## src/rtl/substring_first_last_search_core_defines.svh

```systemverilog
// Assertion macros for the substring search core.
// Used by the top level only; no other dependencies.
`ifndef SUBSTRING_FIRST_LAST_SEARCH_CORE_DEFINES_SVH
`define SUBSTRING_FIRST_LAST_SEARCH_CORE_DEFINES_SVH
`ifndef SYNTHESIS
`define SFLS_ASSERT_IMP(name, clk, rstn, ante, cons) \
  name: assert property (@(posedge clk) disable iff (!rstn) (ante) |-> (cons)) \
    else $error("sfls assertion failed");
`define SFLS_ASSERT_NXT(name, clk, rstn, ante, cons) \
  name: assert property (@(posedge clk) disable iff (!rstn) (ante) |=> (cons)) \
    else $error("sfls assertion failed");
`else
`define SFLS_ASSERT_IMP(name, clk, rstn, ante, cons)
`define SFLS_ASSERT_NXT(name, clk, rstn, ante, cons)
`endif
`endif

```

## src/rtl/sfls_pkg.sv

```systemverilog
// Shared types and constants of the substring search core.
// No dependencies.
`default_nettype none
package sfls_pkg;

  localparam int unsigned NeedleBytes = 16;
  localparam int unsigned PosW        = 15;
  localparam int unsigned LenW        = 5;
  localparam int unsigned CfgIdxW     = 8;
  localparam int unsigned CfgDataW    = 64;

  typedef enum logic [CfgIdxW-1:0] {
    CFG_NEEDLE_LOW  = 8'd0,
    CFG_NEEDLE_HIGH = 8'd1,
    CFG_NEEDLE_LEN  = 8'd2,
    CFG_SEARCH_MODE = 8'd3
  } sfls_cfg_idx_e;

  typedef struct packed {
    logic [7:0]         data_byte;
    logic               first_of_string;
    logic               last_of_string;
    logic [PosW-1:0]    hay_length;
    logic signed [15:0] start_index;
  } sfls_in_t;

  typedef struct packed {
    logic            found;
    logic [PosW-1:0] match_index;
  } sfls_out_t;

  // Live configuration seen by the scan logic.
  typedef struct packed {
    logic [LenW-1:0] length;
    logic            len_ok;
    logic            mode_last;
  } sfls_cfg_t;

endpackage
`default_nettype wire

```

## src/rtl/substring_first_last_search_core.sv

```systemverilog
// Substring search core: first or last needle match in a streamed haystack.
// A result is offered from the result register after the final byte passes
//   the input register and is consumed.
// Throughput: one byte per cycle (combinational compare) unless a result stalls.
// Reset: asynchronous, active low; clears configuration, window and tracking
//   state. No clearing pass; the block takes bytes right after reset.
`default_nettype none
`include "substring_first_last_search_core_defines.svh"
module substring_first_last_search_core import sfls_pkg::*; #(
  parameter int unsigned NEEDLE_MAX = 16,
  parameter int unsigned MAX_STRING = 32767
) (
  input  wire logic                clk_i,
  input  wire logic                rst_ni,
  // Byte stream in
  input  wire logic                in_valid_i,
  output logic                     in_stall_o,
  input  wire sfls_in_t            in_data_i,
  // Result out
  output logic                     out_valid_o,
  input  wire logic                out_stall_i,
  output sfls_out_t                out_data_o,
  // Configuration writes
  input  wire logic                cfg_valid_i,
  output logic                     cfg_ready_o,
  input  wire logic [CfgIdxW-1:0]  cfg_index_i,
  input  wire logic [CfgDataW-1:0] cfg_data_i
);

  sfls_cfg_t             cfg_w;
  logic [7:0]            aligned_w [NEEDLE_MAX];
  logic [NEEDLE_MAX-1:0] mask_w;
  logic                  hit_w;
  sfls_out_t             result_w;

  logic      in_vld_q;
  sfls_in_t  in_q;
  logic      out_vld_q, out_vld_d;
  sfls_out_t out_q;
  logic      out_blocked_w, consume_w, in_xfer_w;

  // The user must write configuration only while idle; unchecked, always taken.
  assign cfg_ready_o = 1'b1;

  sfls_cfg #(
    .NEEDLE_MAX (NEEDLE_MAX)
  ) u_cfg (
    .clk_i      (clk_i),
    .rst_ni     (rst_ni),
    .wr_en_i    (cfg_valid_i && cfg_ready_o),
    .wr_index_i (cfg_index_i),
    .wr_data_i  (cfg_data_i),
    .cfg_o      (cfg_w),
    .aligned_o  (aligned_w),
    .mask_o     (mask_w)
  );

  // The held byte is consumed unless it ends a string and the result
  // register is still full and stalled. Bytes without a result never wait.
  assign out_blocked_w = out_vld_q && out_stall_i;
  assign consume_w     = in_vld_q && !(in_q.last_of_string && out_blocked_w);
  assign in_stall_o    = in_vld_q && !consume_w;
  assign in_xfer_w     = in_valid_i && !in_stall_o;

  // Input register: load on every transfer, drop the valid once consumed.
  always_ff @(posedge clk_i or negedge rst_ni) begin
    if (!rst_ni) begin
      in_vld_q <= 1'b0;
    end else if (in_xfer_w || consume_w) begin
      in_vld_q <= in_xfer_w;
    end
  end

  always_ff @(posedge clk_i) begin
    if (in_xfer_w) begin
      in_q <= in_data_i;
    end
  end

  sfls_window #(
    .NEEDLE_MAX (NEEDLE_MAX)
  ) u_window (
    .clk_i     (clk_i),
    .rst_ni    (rst_ni),
    .shift_i   (consume_w),
    .byte_i    (in_q.data_byte),
    .aligned_i (aligned_w),
    .mask_i    (mask_w),
    .hit_o     (hit_w)
  );

  sfls_scan #(
    .MAX_STRING (MAX_STRING)
  ) u_scan (
    .clk_i    (clk_i),
    .rst_ni   (rst_ni),
    .step_i   (consume_w),
    .item_i   (in_q),
    .cfg_i    (cfg_w),
    .hit_i    (hit_w),
    .result_o (result_w)
  );

  // Result register: fill on a consumed final byte, empty on an output transfer.
  always_comb begin
    out_vld_d = out_vld_q && out_stall_i;
    if (consume_w && in_q.last_of_string) begin
      out_vld_d = 1'b1;
    end
  end

  always_ff @(posedge clk_i or negedge rst_ni) begin
    if (!rst_ni) begin
      out_vld_q <= 1'b0;
    end else begin
      out_vld_q <= out_vld_d;
    end
  end

  always_ff @(posedge clk_i) begin
    if (consume_w && in_q.last_of_string) begin
      out_q <= result_w;
    end
  end

  assign out_valid_o = out_vld_q;
  assign out_data_o  = out_q;

  // A new result only ever follows a consumed final byte.
  `SFLS_ASSERT_NXT(a_result_from_last, clk_i, rst_ni,
                   !out_vld_q && !(consume_w && in_q.last_of_string), !out_vld_q)
  // Input backs up only behind a stalled result with a final byte waiting.
  `SFLS_ASSERT_IMP(a_stall_cause, clk_i, rst_ni, in_stall_o,
                   in_vld_q && in_q.last_of_string && out_vld_q && out_stall_i)
  // A not-found result carries a zero index.
  `SFLS_ASSERT_IMP(a_miss_zero_index, clk_i, rst_ni, out_vld_q && !out_q.found,
                   out_q.match_index == '0)

endmodule
`default_nettype wire

```

## src/rtl/sfls_cfg.sv

```systemverilog
// Configuration registers and the length-aligned needle image.
// Depends on sfls_pkg.
`default_nettype none
module sfls_cfg import sfls_pkg::*; #(
  parameter int unsigned NEEDLE_MAX = 16
) (
  input  wire logic                clk_i,
  input  wire logic                rst_ni,
  input  wire logic                wr_en_i,
  input  wire logic [CfgIdxW-1:0]  wr_index_i,
  input  wire logic [CfgDataW-1:0] wr_data_i,
  output sfls_cfg_t                cfg_o,
  output logic [7:0]               aligned_o [NEEDLE_MAX],
  output logic [NEEDLE_MAX-1:0]    mask_o
);

  logic [7:0]            needle_q [NeedleBytes];
  logic [LenW-1:0]       length_q;
  logic                  mode_q;
  logic [7:0]            aligned_w [NEEDLE_MAX];
  logic [NEEDLE_MAX-1:0] mask_w;

  always_ff @(posedge clk_i or negedge rst_ni) begin
    if (!rst_ni) begin
      for (int j = 0; j < NeedleBytes; j++) needle_q[j] <= 8'h00;
      length_q <= '0;
      mode_q   <= 1'b0;
    end else if (wr_en_i) begin
      case (wr_index_i)
        CFG_NEEDLE_LOW: begin
          for (int j = 0; j < 8; j++) needle_q[j] <= wr_data_i[8*j +: 8];
        end
        CFG_NEEDLE_HIGH: begin
          for (int j = 0; j < 8; j++) needle_q[j+8] <= wr_data_i[8*j +: 8];
        end
        CFG_NEEDLE_LEN:  length_q <= wr_data_i[LenW-1:0];
        CFG_SEARCH_MODE: mode_q   <= wr_data_i[0];
        default: ;
      endcase
    end
  end

  // Entry i of the window (age i) meets needle byte length-1-i.
  always_comb begin
    logic [LenW-1:0] k;
    for (int i = 0; i < NEEDLE_MAX; i++) begin
      k            = length_q - LenW'(1) - LenW'(i);
      aligned_w[i] = needle_q[k[3:0]];
      mask_w[i]    = LenW'(i) < length_q;
    end
  end

  assign aligned_o       = aligned_w;
  assign mask_o          = mask_w;
  assign cfg_o.length    = length_q;
  assign cfg_o.len_ok    = (length_q != '0) && (length_q <= LenW'(NEEDLE_MAX));
  assign cfg_o.mode_last = mode_q;

endmodule
`default_nettype wire

```

## src/rtl/sfls_window.sv

```systemverilog
// Byte history and parallel compare of the newest window against the needle.
// Depends on sfls_pkg.
`default_nettype none
module sfls_window import sfls_pkg::*; #(
  parameter int unsigned NEEDLE_MAX = 16
) (
  input  wire logic                  clk_i,
  input  wire logic                  rst_ni,
  input  wire logic                  shift_i,
  input  wire logic [7:0]            byte_i,
  input  wire logic [7:0]            aligned_i [NEEDLE_MAX],
  input  wire logic [NEEDLE_MAX-1:0] mask_i,
  output logic                       hit_o
);

  localparam int unsigned HistDepth = (NEEDLE_MAX > 1) ? NEEDLE_MAX - 1 : 1;

  logic [7:0]            hist_q [HistDepth];
  logic [7:0]            win_w  [NEEDLE_MAX];
  logic [NEEDLE_MAX-1:0] ok_w;

  assign win_w[0] = byte_i;
  for (genvar i = 1; i < NEEDLE_MAX; i++) begin : g_win
    assign win_w[i] = hist_q[i-1];
  end

  // Advance the history on every consumed byte.
  always_ff @(posedge clk_i or negedge rst_ni) begin
    if (!rst_ni) begin
      for (int j = 0; j < HistDepth; j++) hist_q[j] <= 8'h00;
    end else if (shift_i) begin
      hist_q[0] <= byte_i;
      for (int j = 1; j < HistDepth; j++) hist_q[j] <= hist_q[j-1];
    end
  end

  always_comb begin
    for (int i = 0; i < NEEDLE_MAX; i++) begin
      ok_w[i] = !mask_i[i] || (win_w[i] == aligned_i[i]);
    end
  end

  assign hit_o = &ok_w;

endmodule
`default_nettype wire

```

## src/rtl/sfls_scan.sv

```systemverilog
// Per-string tracking: start normalization, position count, best match.
// Depends on sfls_pkg.
`default_nettype none
module sfls_scan import sfls_pkg::*; #(
  parameter int unsigned MAX_STRING = 32767
) (
  input  wire logic      clk_i,
  input  wire logic      rst_ni,
  input  wire logic      step_i,
  input  wire sfls_in_t  item_i,
  input  wire sfls_cfg_t cfg_i,
  input  wire logic      hit_i,
  output sfls_out_t      result_o
);

  localparam logic [PosW-1:0] MaxPos = PosW'(MAX_STRING);

  logic [PosW-1:0] pos_q, pos_d, rstart_q, rstart_d, best_q, best_d, held_q, held_d;
  logic            sval_q, sval_d, have_q, have_d;
  logic signed [16:0] norm_w;
  logic            norm_ok_w;
  logic [PosW:0]   pos_inc_w;
  logic [PosW:0]   st_w;
  logic            take_w, found_w;

  // Start index: add the length when negative, keep when inside the string.
  assign norm_w    = 17'(item_i.start_index) +
                     (item_i.start_index[15] ? $signed({2'b00, item_i.hay_length})
                                             : 17'sd0);
  assign norm_ok_w = !norm_w[16] && (norm_w[15:0] < {1'b0, item_i.hay_length});

  always_comb begin
    if (item_i.first_of_string) begin
      pos_d    = '0;
      rstart_d = norm_ok_w ? norm_w[PosW-1:0] : '0;
      sval_d   = norm_ok_w;
      have_d   = 1'b0;
      best_d   = '0;
      held_d   = item_i.hay_length;
    end else begin
      pos_d    = pos_q;
      rstart_d = rstart_q;
      sval_d   = sval_q;
      have_d   = have_q;
      best_d   = best_q;
      held_d   = held_q;
    end
    pos_inc_w = {1'b0, pos_d} + (PosW+1)'(1);
    st_w      = pos_inc_w - (PosW+1)'(cfg_i.length);
    take_w    = 1'b0;
    if (pos_d < MaxPos) begin
      take_w = cfg_i.len_ok && sval_d && (pos_inc_w >= (PosW+1)'(cfg_i.length)) &&
               (st_w[PosW-1:0] >= rstart_d) && hit_i &&
               (cfg_i.mode_last || !have_d);
      pos_d  = pos_inc_w[PosW-1:0];
    end
    if (take_w) begin
      have_d = 1'b1;
      best_d = st_w[PosW-1:0];
    end
    found_w = have_d && sval_d && cfg_i.len_ok && ((PosW)'(cfg_i.length) <= held_d);
  end

  assign result_o.found       = found_w;
  assign result_o.match_index = found_w ? best_d : '0;

  always_ff @(posedge clk_i or negedge rst_ni) begin
    if (!rst_ni) begin
      pos_q    <= '0;
      rstart_q <= '0;
      sval_q   <= 1'b0;
      have_q   <= 1'b0;
      best_q   <= '0;
      held_q   <= '0;
    end else if (step_i) begin
      pos_q    <= pos_d;
      rstart_q <= rstart_d;
      sval_q   <= sval_d;
      have_q   <= have_d;
      best_q   <= best_d;
      held_q   <= held_d;
    end
  end

endmodule
`default_nettype wire
```

## config.mk

```make
export PLATFORM = sky130hd
export DESIGN_NAME = substring_first_last_search_core
export DESIGN_NICKNAME = d
export VERILOG_FILES = /design/src/rtl/sfls_pkg.sv /design/src/rtl/substring_first_last_search_core.sv /design/src/rtl/sfls_cfg.sv /design/src/rtl/sfls_window.sv /design/src/rtl/sfls_scan.sv
export VERILOG_INCLUDE_DIRS = /design/src /design/src/rtl
export SDC_FILE = /design/constraint.sdc
export NUM_CORES = 1
export LEC_CHECK = 0
export BUFFER_PORTS_ARGS = -buffer_cell sky130_fd_sc_hd__buf_2
export CAP_MARGIN = 20
export CORE_MARGIN = 2
export CORE_UTILIZATION = 45
export CTS_CLUSTER_SIZE = 8
export DETAILED_ROUTE_END_ITERATION = 8
export PLACE_DENSITY_LB_ADDON = 0.05
export SLEW_MARGIN = 20
export SYNTH_ARGS = -nofsm -noshare
export SYNTH_HDL_FRONTEND = slang
export SYNTH_SLANG_ARGS = --single-unit
```

## constraint.sdc

```tcl
create_clock -name clk_i -period 7.8 [get_ports clk_i]
set_input_delay 1.56 -clock clk_i [delete_from_list [all_inputs] [get_ports clk_i]]
set_output_delay 1.56 -clock clk_i [all_outputs]
set_load 0.05 [all_outputs]
```

=== After elaboration in Yosys (flattened, before gate mapping) ===
Index checks and enable logic that the tools add are counted.
Widths: inputs -> output; s select.

* $add $sub $neg: 19
* Magnitude comparators: 38
* Eq/ne operators: 19
* Muxes and demuxes: 61
* Bitwise operators: 16
* Reductions and logical operators: 62

{| class="wikitable"
|+ Operators with widths
! kind !! number
|-
| $bmux 8 s4 || 16
|-
| $mux 8 || 32
|-
| $eq 8x8->1 || 16
|-
| $mux 15 || 8
|-
| $ge 5x5->1 const B || 16
|-
| $not 4->5 || 16
|-
| $lt 4x5->1 const A || 8
|-
| $sub 4x4->4 const B || 8
|-
| $logic_not 1->1 || 21
|-
| $lt 3x5->1 const A || 4
|-
| $logic_or 1x1->1 || 18
|-
| $add 16x16->17 || 1
|-
| $add 15x1->16 const B || 1
|-
| $eq 8x2->1 const B || 2
|-
| $ge 16x5->1 || 1
|-
| $logic_and 1x1->1 || 16
|-
| $lt 16x15->1 || 1
|-
| $reduce_and 16->1 || 1
|-
| $sub 4x3->4 const B || 4
|-
| $ge 15x15->1 || 1
|-
| $le 5x15->1 || 1
|-
| $lt 15x15->1 const B || 1
|-
| $sub 15x5->15 || 1
|-
| $lt 1x5->1 const A || 2
|-
| other kinds (9) || 19
|}

* Bits in registers: 375
* Bits of input ports: 118
* Output and inout port bits: 19
* Logic and storage cells: 263

=== Longest topological paths before layout ===
Gate-level depths: netlist of run 1.

* Depth in word-level cells: 16
* Gate-level depth with buffers: 40

=== Modules after synthesis ===
Synthesis of run 1 repeated with hierarchy kept, for this count alone.

* Cells, all modules: 2065
* Area total of the unflattened synthesis: 24888.9 µm²

{| class="wikitable"
|+ By module, submodules not included
! module !! times used !! cells each !! area an instance (µm²)
|-
| sfls_cfg || 1 || 977 || 11916.4
|-
| sfls_window || 1 || 434 || 5858.1
|-
| sfls_scan || 1 || 583 || 5286.3
|-
| substring_first_last_search_core || 1 || 71 || 1828.0
|}

=== Worst setup path before layout of run 1 ===
Ideal clock, no wire load.

* Path type: flip-flop to flip-flop
* Start: register in_q[15] (netlist name)
* End: register out_q, in the netlist out_data_o[10] (data pin)
* Setup time: 0.263 ns
* Arrival time: 7.545 ns
* Data required time: 7.537 ns
* Setup slack: -0.009 ns
* Stages on the path, launching flop included: 41
* Path buffers: 5
* Period minus slack after synthesis: 7.809 ns
* Cell sequence: edfxtp_1 > clkbuf_1 > and2_1 > ha_1 > inv_1 > fa_1 > nor2b_1 > o21ai_0 > a21boi_0 > o21ai_0 > a21boi_0 > o31a_1 > o21a_1 > o21a_1 > o21ai_0 > and2_1 > xnor2_1 > ha_1 > [... 5 more ...] > clkbuf_1 > clkbuf_1 > a22oi_1 > ha_1 > nor2b_1 > o21ai_0 > a21oi_1 > o31ai_1 > a21oi_1 > a2111oi_0 > o21ai_0 > a21oi_1 > or4_1 > or4b_1 > buf_6 > clkbuf_1 > o211ai_1 > a21boi_2

* Word-level cells in the longest chain between the ends: 15
* Elaborated cells between the ends (all ways): 20

{| class="wikitable"
|+ RTL lines
! element !! line !! text
|-
| start, declared || substring_first_last_search_core.sv:37 || <nowiki>sfls_in_t in_q;</nowiki>
|-
| start signal, assigned || substring_first_last_search_core.sv:76 || <nowiki>in_q <= in_data_i;</nowiki>
|-
| $mux 15 || sfls_scan.sv:28 || <nowiki>(item_i.start_index[15] ? $signed({2'b00, item_i.hay_length})</nowiki>
|-
| $add 16x16->17 * || sfls_scan.sv:27 || <nowiki>assign norm_w = 17'(item_i.start_index) +</nowiki>
|-
| $lt 16x15->1 or $logic_not 1->1 (tied branches) || sfls_scan.sv:30 || <nowiki>assign norm_ok_w = !norm_w[16] && (norm_w[15:0] < {1'b0, item_i.hay_length});</nowiki>
|-
| $logic_and 1x1->1 || sfls_scan.sv:30 ||
|-
| $mux 15 or $mux 1 (tied branches) || sfls_scan.sv:35, sfls_scan.sv:33 ||
|-
| $mux 15 or $logic_and 1x1->1 (tied branches) || sfls_scan.sv:33, sfls_scan.sv:52 ||
|-
| $ge 15x15->1 or $logic_and 1x1->1 (tied branches) || sfls_scan.sv:53, sfls_scan.sv:52 ||
|-
| $logic_and 1x1->1 || sfls_scan.sv:52 || <nowiki>take_w = cfg_i.len_ok && sval_d && (pos_inc_w >= (PosW+1)'(cfg_i.length)) &&</nowiki>
|-
| $logic_and 1x1->1 (2 in a row) || sfls_scan.sv:53 || <nowiki>(st_w[PosW-1:0] >= rstart_d) && hit_i &&</nowiki>
|-
| $mux 1 || sfls_scan.sv:51 || <nowiki>if (pos_d < MaxPos) begin</nowiki>
|-
| $mux 1 || sfls_scan.sv:57 || <nowiki>if (take_w) begin</nowiki>
|-
| $logic_and 1x1->1 (3 in a row) || sfls_scan.sv:61 || <nowiki>found_w = have_d && sval_d && cfg_i.len_ok && ((PosW)'(cfg_i.length) <= held_d);</nowiki>
|-
| end signal, assigned || substring_first_last_search_core.sv:122 || <nowiki>out_q <= result_w;</nowiki>
|-
| end, declared || substring_first_last_search_core.sv:39 || <nowiki>sfls_out_t out_q;</nowiki>
|}

Mark *: on every way between the ends. The rest lies on a longest branch, timed or not.
A chain may end at the register's enable or synchronous reset.

=== Final worst setup path of run 1 ===
Ends and elaborated chain as after synthesis.

==> reports/results.tsv, run 1 <==
metric	value	unit
status	finished clean	
start_util	45.3	%
finalPower	0.00645	W
finalCoreUtilization	50.5	%
die_h	239	um
first_global_vias	18200	
netlist_top_cells_area	dfrtp_1 (32%), mux4_2 (14%), mux2_2 (8.3%)	
via_per_inst	5.98	
combinationalPowerShare	29.2	%
critPathMaxStageDelay	0.55	ns
setup_viol	0	
clock-skew-final	0.0229	ns
clkLatencyLatePin	0.60	ns
cp.required	8.12	ns
tightest_slew	1.11	ns
synth_common_cells	nand2_1 (441), dfrtp_1 (318), mux2_2 (184)	
max_slew_margin	26.2	%
crit_path_top_delay_cell	or4_4	
max_freq	135	MHz
cp-end-kind	flop	
synthArstFlopShare	84.8	%
worstPathArrival	7.74	ns
cp_common_cell	a21oi_1	
die_w	239	um
clockRootBuffer	clkbuf_16	
drc	0	
fp.dieArea	57100	um^2
clockPowerShare	32.1	%
std_cell_rows	86	
holdPathStages	2	
wire_per_inst	24.7	um
synthFlopType	dfrtp_1	
ir_worst_vdd	0.000164	V
whs	0.473	ns
finalHoldViolCount	0	
drive_gt1_share	27.1	%
syn2layout_area_growth	11.6	%
post-synth-top-count-cell	nand2_1	
antenna_cells	0	
cap_violations	0	
antenna_left	0	
nNetsFinal	2507	
grt_overflow	0	
clockBufferDepth	3	
hpwl	55.2	mm
reg2regPathDepth	34	
htree_num_levels	2	
ys_seq_area_share	38.9	%
yosysUniqueCellTypes	82	
gp_congestion	0.941	
seqPwrFrac	38.7	%
cts_sinks	375	
port_buffers	135	
wirelength	75.2	mm
track_usage	26.8	%
antenna_found_initial	0	
synth_seq_cells	375	
syn-num-nets	2402	
avgSynthCellArea	11.2	um^2
drt-initial-drc-count	1394	
synth_edf_count	57	
cp_max_fo	15	
syn-cell-area	24800	um^2
hold_path_class	flop to flop	
pin_count	137	
firstDrtPassIters	5	
yosysTopAreaCell	dfrtp_1	
num_vias	18200	
synth_cells	2219	
core	54900	um^2
grt_max_degree	155	
crit_type	flop to flop	
p_sw_share	34.2	%
netSwitchingPower	0.00221	W
min_period	7.41	ns
grt_first_pass_wirelength	115	mm
cts_tree	built	
ys_warn_count	0	
synth.top_cell.area_share	32.0	%
p_int	0.00425	W
numCtsBuffers	53	
p_per_area	233	nW/um^2
slew_viol_final	0	
p_leak	12.6	nW
path_clk_slew	0.05	ns
fin_crit_sh	95.0	%
crit_path_start_kind	flop	
sequential cells by signal, summed over array words and instances (netlist names), 5 cells and up:
name,count
in_q,41
u_cfg.needle_q,128
u_scan.held_q,15
u_window.hist_q,120
u_cfg.length_q,5
u_scan.best_q,15
u_scan.pos_q,15
out_data_o,16
u_scan.rstart_q,15
layout make-up:
cell class | count | area (um^2)
Fill cell | 4996 | 27200
Multi-Input combinational cell | 1670 | 14500
Sequential cell | 375 | 9670
Clock buffer | 72 | 1410
Timing Repair Buffer | 184 | 1130
Tap cell | 704 | 881
Inverter | 40 | 150
Clock inverter | 1 | 5.00
worst paths after layout:
kind / from / slack (ns) / end
worst min-delay path: u_scan.held_q[12] / 0.47 / u_scan.held_q[12]
worst min register to register: u_scan.held_q[12] / 0.47 / u_scan.held_q[12]
worst max register to register: in_q[15] / 0.39 / out_data_o[10]
max in group asynchronous: rst_ni / 5.38 / u_cfg.needle_q[26]
min in group asynchronous: rst_ni / 1.02 / u_scan.held_q[12]
worst max-delay path: in_q[15] / 0.39 / out_data_o[10]
worst max-delay path: cells and delay by family, from the launching register on:
kind | cells | cell delay, ns
compound gates | 19 | 2.90
simple gates | 8 | 2.13
fa+ha+maj | 3 | 1.00
buf+inv | 4 | 0.67
flops | 1 | 0.44
cells by family after synthesis:
| family | after synthesis | synth area share [%] |
|---|---|---|
| and+or+nand+nor | 687 | 12.3 |
| other | 1 | 0.0151 |
| buffers and inverters | 174 | 3.30 |
| xor gates and xnor gates | 165 | 6.17 |
| AOI/OAI and AO/OA | 255 | 7.04 |
| adders and majority gates | 66 | 3.37 |
| muxes | 496 | 28.8 |
| DFF | 375 | 38.9 |
timing repair:
item / in CTS / in global routing
buffers inserted: 1 / 2
endpoints found under the setup margin: 18 / 32
resized for setup: 1 / 25
gates cloned: 0 / 0
hold buffers: 0 / 0
pin swaps: 1 / 8
cells in the final DEF (no fill, tap or decap), types with 18 or more instances in the layout:
cell	count
nor2b_1	21
o211ai_1	32
nand4_1	34
xnor2_1	93
nand3_1	36
o21ai_0	66
clkbuf_16	53
inv_1	36
mux2i_1	154
nor2_1	52
nor3_1	18
nand2_1	439
mux4_2	156
edfxtp_1	57
a21oi_1	31
xor2_1	63
a21o_1	18
buf_2	134
clkbuf_1	18
mux2_2	184
dfrtp_1	316
ha_1	62
buf_4	42
metal layers:
metal  part of all wire, %  global-route usage [%]
met3                   5.0                    3.58
met2                    49                    45.0
met1                    43                    36.0
met5                     0                       0
met4                   3.0                    8.13
through the flow:
stage	setup slack, ns	TNS, ns	cells	instance area, um^2
floorplan	0.0774	0	2219	24800
global placement	0.109	0	2969	26200
detailed placement	-0.0107	-0.0294	2969	26200
CTS	0.0395	0	3043	27600
global route	-0.0222	-0.0253	3046	27700
finish	0.387	0	3046	27700
power groups by stage:
stage	sequential [W]	combinational, W	clock, W
2_1_floorplan	0.00245	0.00127	0
3_3_place_gp	0.00252	0.00183	0
3_5_place_dp	0.00252	0.00186	0
4_1_cts	0.00249	0.00187	0.00212
5_1_grt	0.00253	0.00204	0.00220
6_report	0.00250	0.00188	0.00207
Note: power is estimated with default switching activity, not from simulation.
==> inputs of run 2 (changes only) <==
- BUFFER_PORTS_ARGS: -buffer_cell sky130_fd_sc_hd__buf_2 -> -buffer_cell sky130_fd_sc_hd__clkbuf_2
- CORE_UTILIZATION: 45 -> 30
- CTS_BUF_LIST: not set -> sky130_fd_sc_hd__clkbuf_8
==> run 2 against run 1 <==
Die area is 49% higher; sequential share of layout area down 0.91 points; combinational power rose by 3%; critical path type unchanged; first-iteration DRC count up 14%; via count increased by 2.4%.
==> reports/results.tsv, run 2 (synthesized netlist as in run 1, its figures left out) <==
metric	value	unit	change
first_global_vias	18700		was 18200
grt_max_degree	134		was 155
clockBufferDepth	3		unchanged
pin_count	137		unchanged
grt_busiest_layer	met1		was met2
worst_slack	0.494	ns	was 0.387 ns
max_freq	137	MHz	was 135 MHz
clock-skew-final	0.0472	ns	was 0.0229 ns
fin_crit_sh	93.7	%	was 95.0%
setup_tns	0	ns	unchanged
cp.required	8.22	ns	was 8.12 ns
numCtsBuffers	77		was 53
p_leak	12.9	nW	was 12.6 nW
track_usage	20.9	%	was 26.8%
max_flop_register	u_cfg.needle_q		unchanged
drive_gt1_share	29.2	%	was 27.1%
largest_reg_flops	128		unchanged
drt-initial-drc-count	1583		was 1394
clkLatencyLatePin	0.68	ns	was 0.60 ns
gp_congestion	0.846		was 0.941
hold_path_class	flop to flop		unchanged
drc	0		unchanged
start_util	30.3	%	was 45.3%
grt_overflow	0		unchanged
ir_worst_vdd	0.000112	V	was 0.000164 V
std_cell_rows	105		was 86
finalPower	0.00654	W	was 0.00645 W
setup_viol	0		unchanged
crit_path_top_delay_cell	or4_4		unchanged
clockRootBuffer	clkbuf_8		was clkbuf_16
port_buffers	135		unchanged
critPathMaxStageDelay	0.56	ns	was 0.55 ns
crit_path_start_kind	flop		unchanged
grt_first_pass_wirelength	131	mm	was 115 mm
cp-end-kind	flop		unchanged
mostFrequentLayoutCells	nand2_1 (439), dfrtp_1 (316), mux2_2 (184), mux4_2 (156), mux2i_1 (154)		unchanged
cts_sinks	375		unchanged
groute.layer.met1.usage	31.7	%	was 36.0%
reg_top3	u_cfg.needle_q (128), u_window.hist_q (120), in_q (41)		unchanged
crit_family	compound AO/OA/AOI/OAI gates		unchanged
layout_commonest_cell	nand2_1		unchanged
multi_input_area	14500	um^2	about the same
core	82000	um^2	was 54900 um^2
die_h	292	um	was 239 um
status	finished clean		unchanged
n_fill_cell	8303		was 4996
hpwl	66.1	mm	was 55.2 mm
max_slew_margin	28.0	%	was 26.2%
crit_type	flop to flop		unchanged
tightest_slew	1.08	ns	was 1.11 ns
ctsHoldBuffers	0		unchanged
cap_violations	0		unchanged
antenna_found_initial	6		was 0
cp_max_fo	15		unchanged
postPlaceCellArea	26800	um^2	was 26200 um^2
nNetsFinal	2553		was 2507
dp_slack	-0.267	ns	was -0.0107 ns
min_period	7.31	ns	was 7.41 ns
p_per_area	230	nW/um^2	was 233 nW/um^2
ff_latch_area	9670	um^2	unchanged
wire_per_inst	25.4	um	was 24.7 um
path_clk_slew	0.06	ns	was 0.05 ns
finalHoldViolCount	0		unchanged
wirelength	89.0	mm	was 75.2 mm
grt_use_met2	28.7	%	was 45.0%
fin_area	28500	um^2	was 27700 um^2
whs	0.476	ns	was 0.473 ns
via_per_inst	5.32		was 5.98
use_met3	4.73	%	was 3.58%
cts_tree	built		unchanged
worstPathArrival	7.73	ns	was 7.74 ns
htree_num_levels	3		was 2
fp.dieArea	85100	um^2	was 57100 um^2
firstDrtPassIters	5		unchanged
num_vias	18700		was 18200
critPathBufInv	3		was 4
antenna_left	0		unchanged
syn2layout_area_growth	14.6	%	was 11.6%
die_w	292	um	was 239 um
slew_viol_final	0		unchanged
run 2: cell count changes in the layout (fill, tap and decap cells not counted), moves of 3 or more:
cell,change
inv_1,+29
clkbuf_8,+89
diode_2,+4
clkinv_2,+13
buf_2,-134
clkbuf_16,-53
buf_6,+3
clkbuf_1,-18
clkbuf_2,+134
buf_4,+21
run 2: area by class of cell:
type | count | share of cell area [%]
repair buffers | 206 | 4.51
clock inverters | 51 | 0.980
diodes | 4 | 0.0352
well taps | 1070 | 4.70
clock buffers | 90 | 4.35
flip-flops and latches | 375 | 34.0
multi-input cells | 1670 | 50.9
inverters | 40 | 0.528
run 2: timing repair:
item                       CTS  global route
pin swaps                    4             8
resized for setup            5            24
setup endpoints to repair   32            32
buffers inserted             1             2
run 2: metal layers:
layer	share of wire (%)	vias up
met2	41	535
met3	6.6	129
met1	49	9560
li1	-	8427
met5	0.011	-
met4	3.2	2
run 2: worst register-to-register path: cells and delay by family (launching register included):
family | cells | cell delay, ns
AND/OR/NAND/NOR | 8 | 2.07
flip-flops | 1 | 0.43
adder cells (fa/ha/maj) | 4 | 0.97
AO/OA/AOI/OAI | 20 | 3.04
XOR/XNOR | 1 | 0.12
buffers and inverters | 3 | 0.41
run 2: power by group:
part,internal [W],switching (W),total (W),leakage (nW)
clock network,0.00112,0.000969,0.00209,0.897
logic,0.000789,0.00115,0.00194,7.23
registers,0.00225,0.000262,0.00251,4.79
total,0.00415,0.00238,0.00654,12.9
run 2: final timing paths:
check                                   start           endpoint  slack, ns  cells past startpoint
worst max-delay path                 in_q[15]      out_data_o[6]       0.49                     36
worst min-delay path            u_scan.sval_q      u_scan.sval_q       0.48                      1
worst max register to register       in_q[15]      out_data_o[6]       0.49                     36
worst min register to register  u_scan.sval_q      u_scan.sval_q       0.48                      1
max in group asynchronous              rst_ni  u_cfg.length_q[0]       5.57                      2
min in group asynchronous              rst_ni  u_scan.best_q[12]       0.86                      1
run 2: metrics by stage:
stage / cells / utilization, %
5_1_grt: 3506 / 34.7
6_report: 3506 / 34.7
4_1_cts: 3500 / 34.6
3_5_place_dp: 3358 / 32.7
2_1_floorplan: 2219 / -
3_3_place_gp: 3358 / 32.7
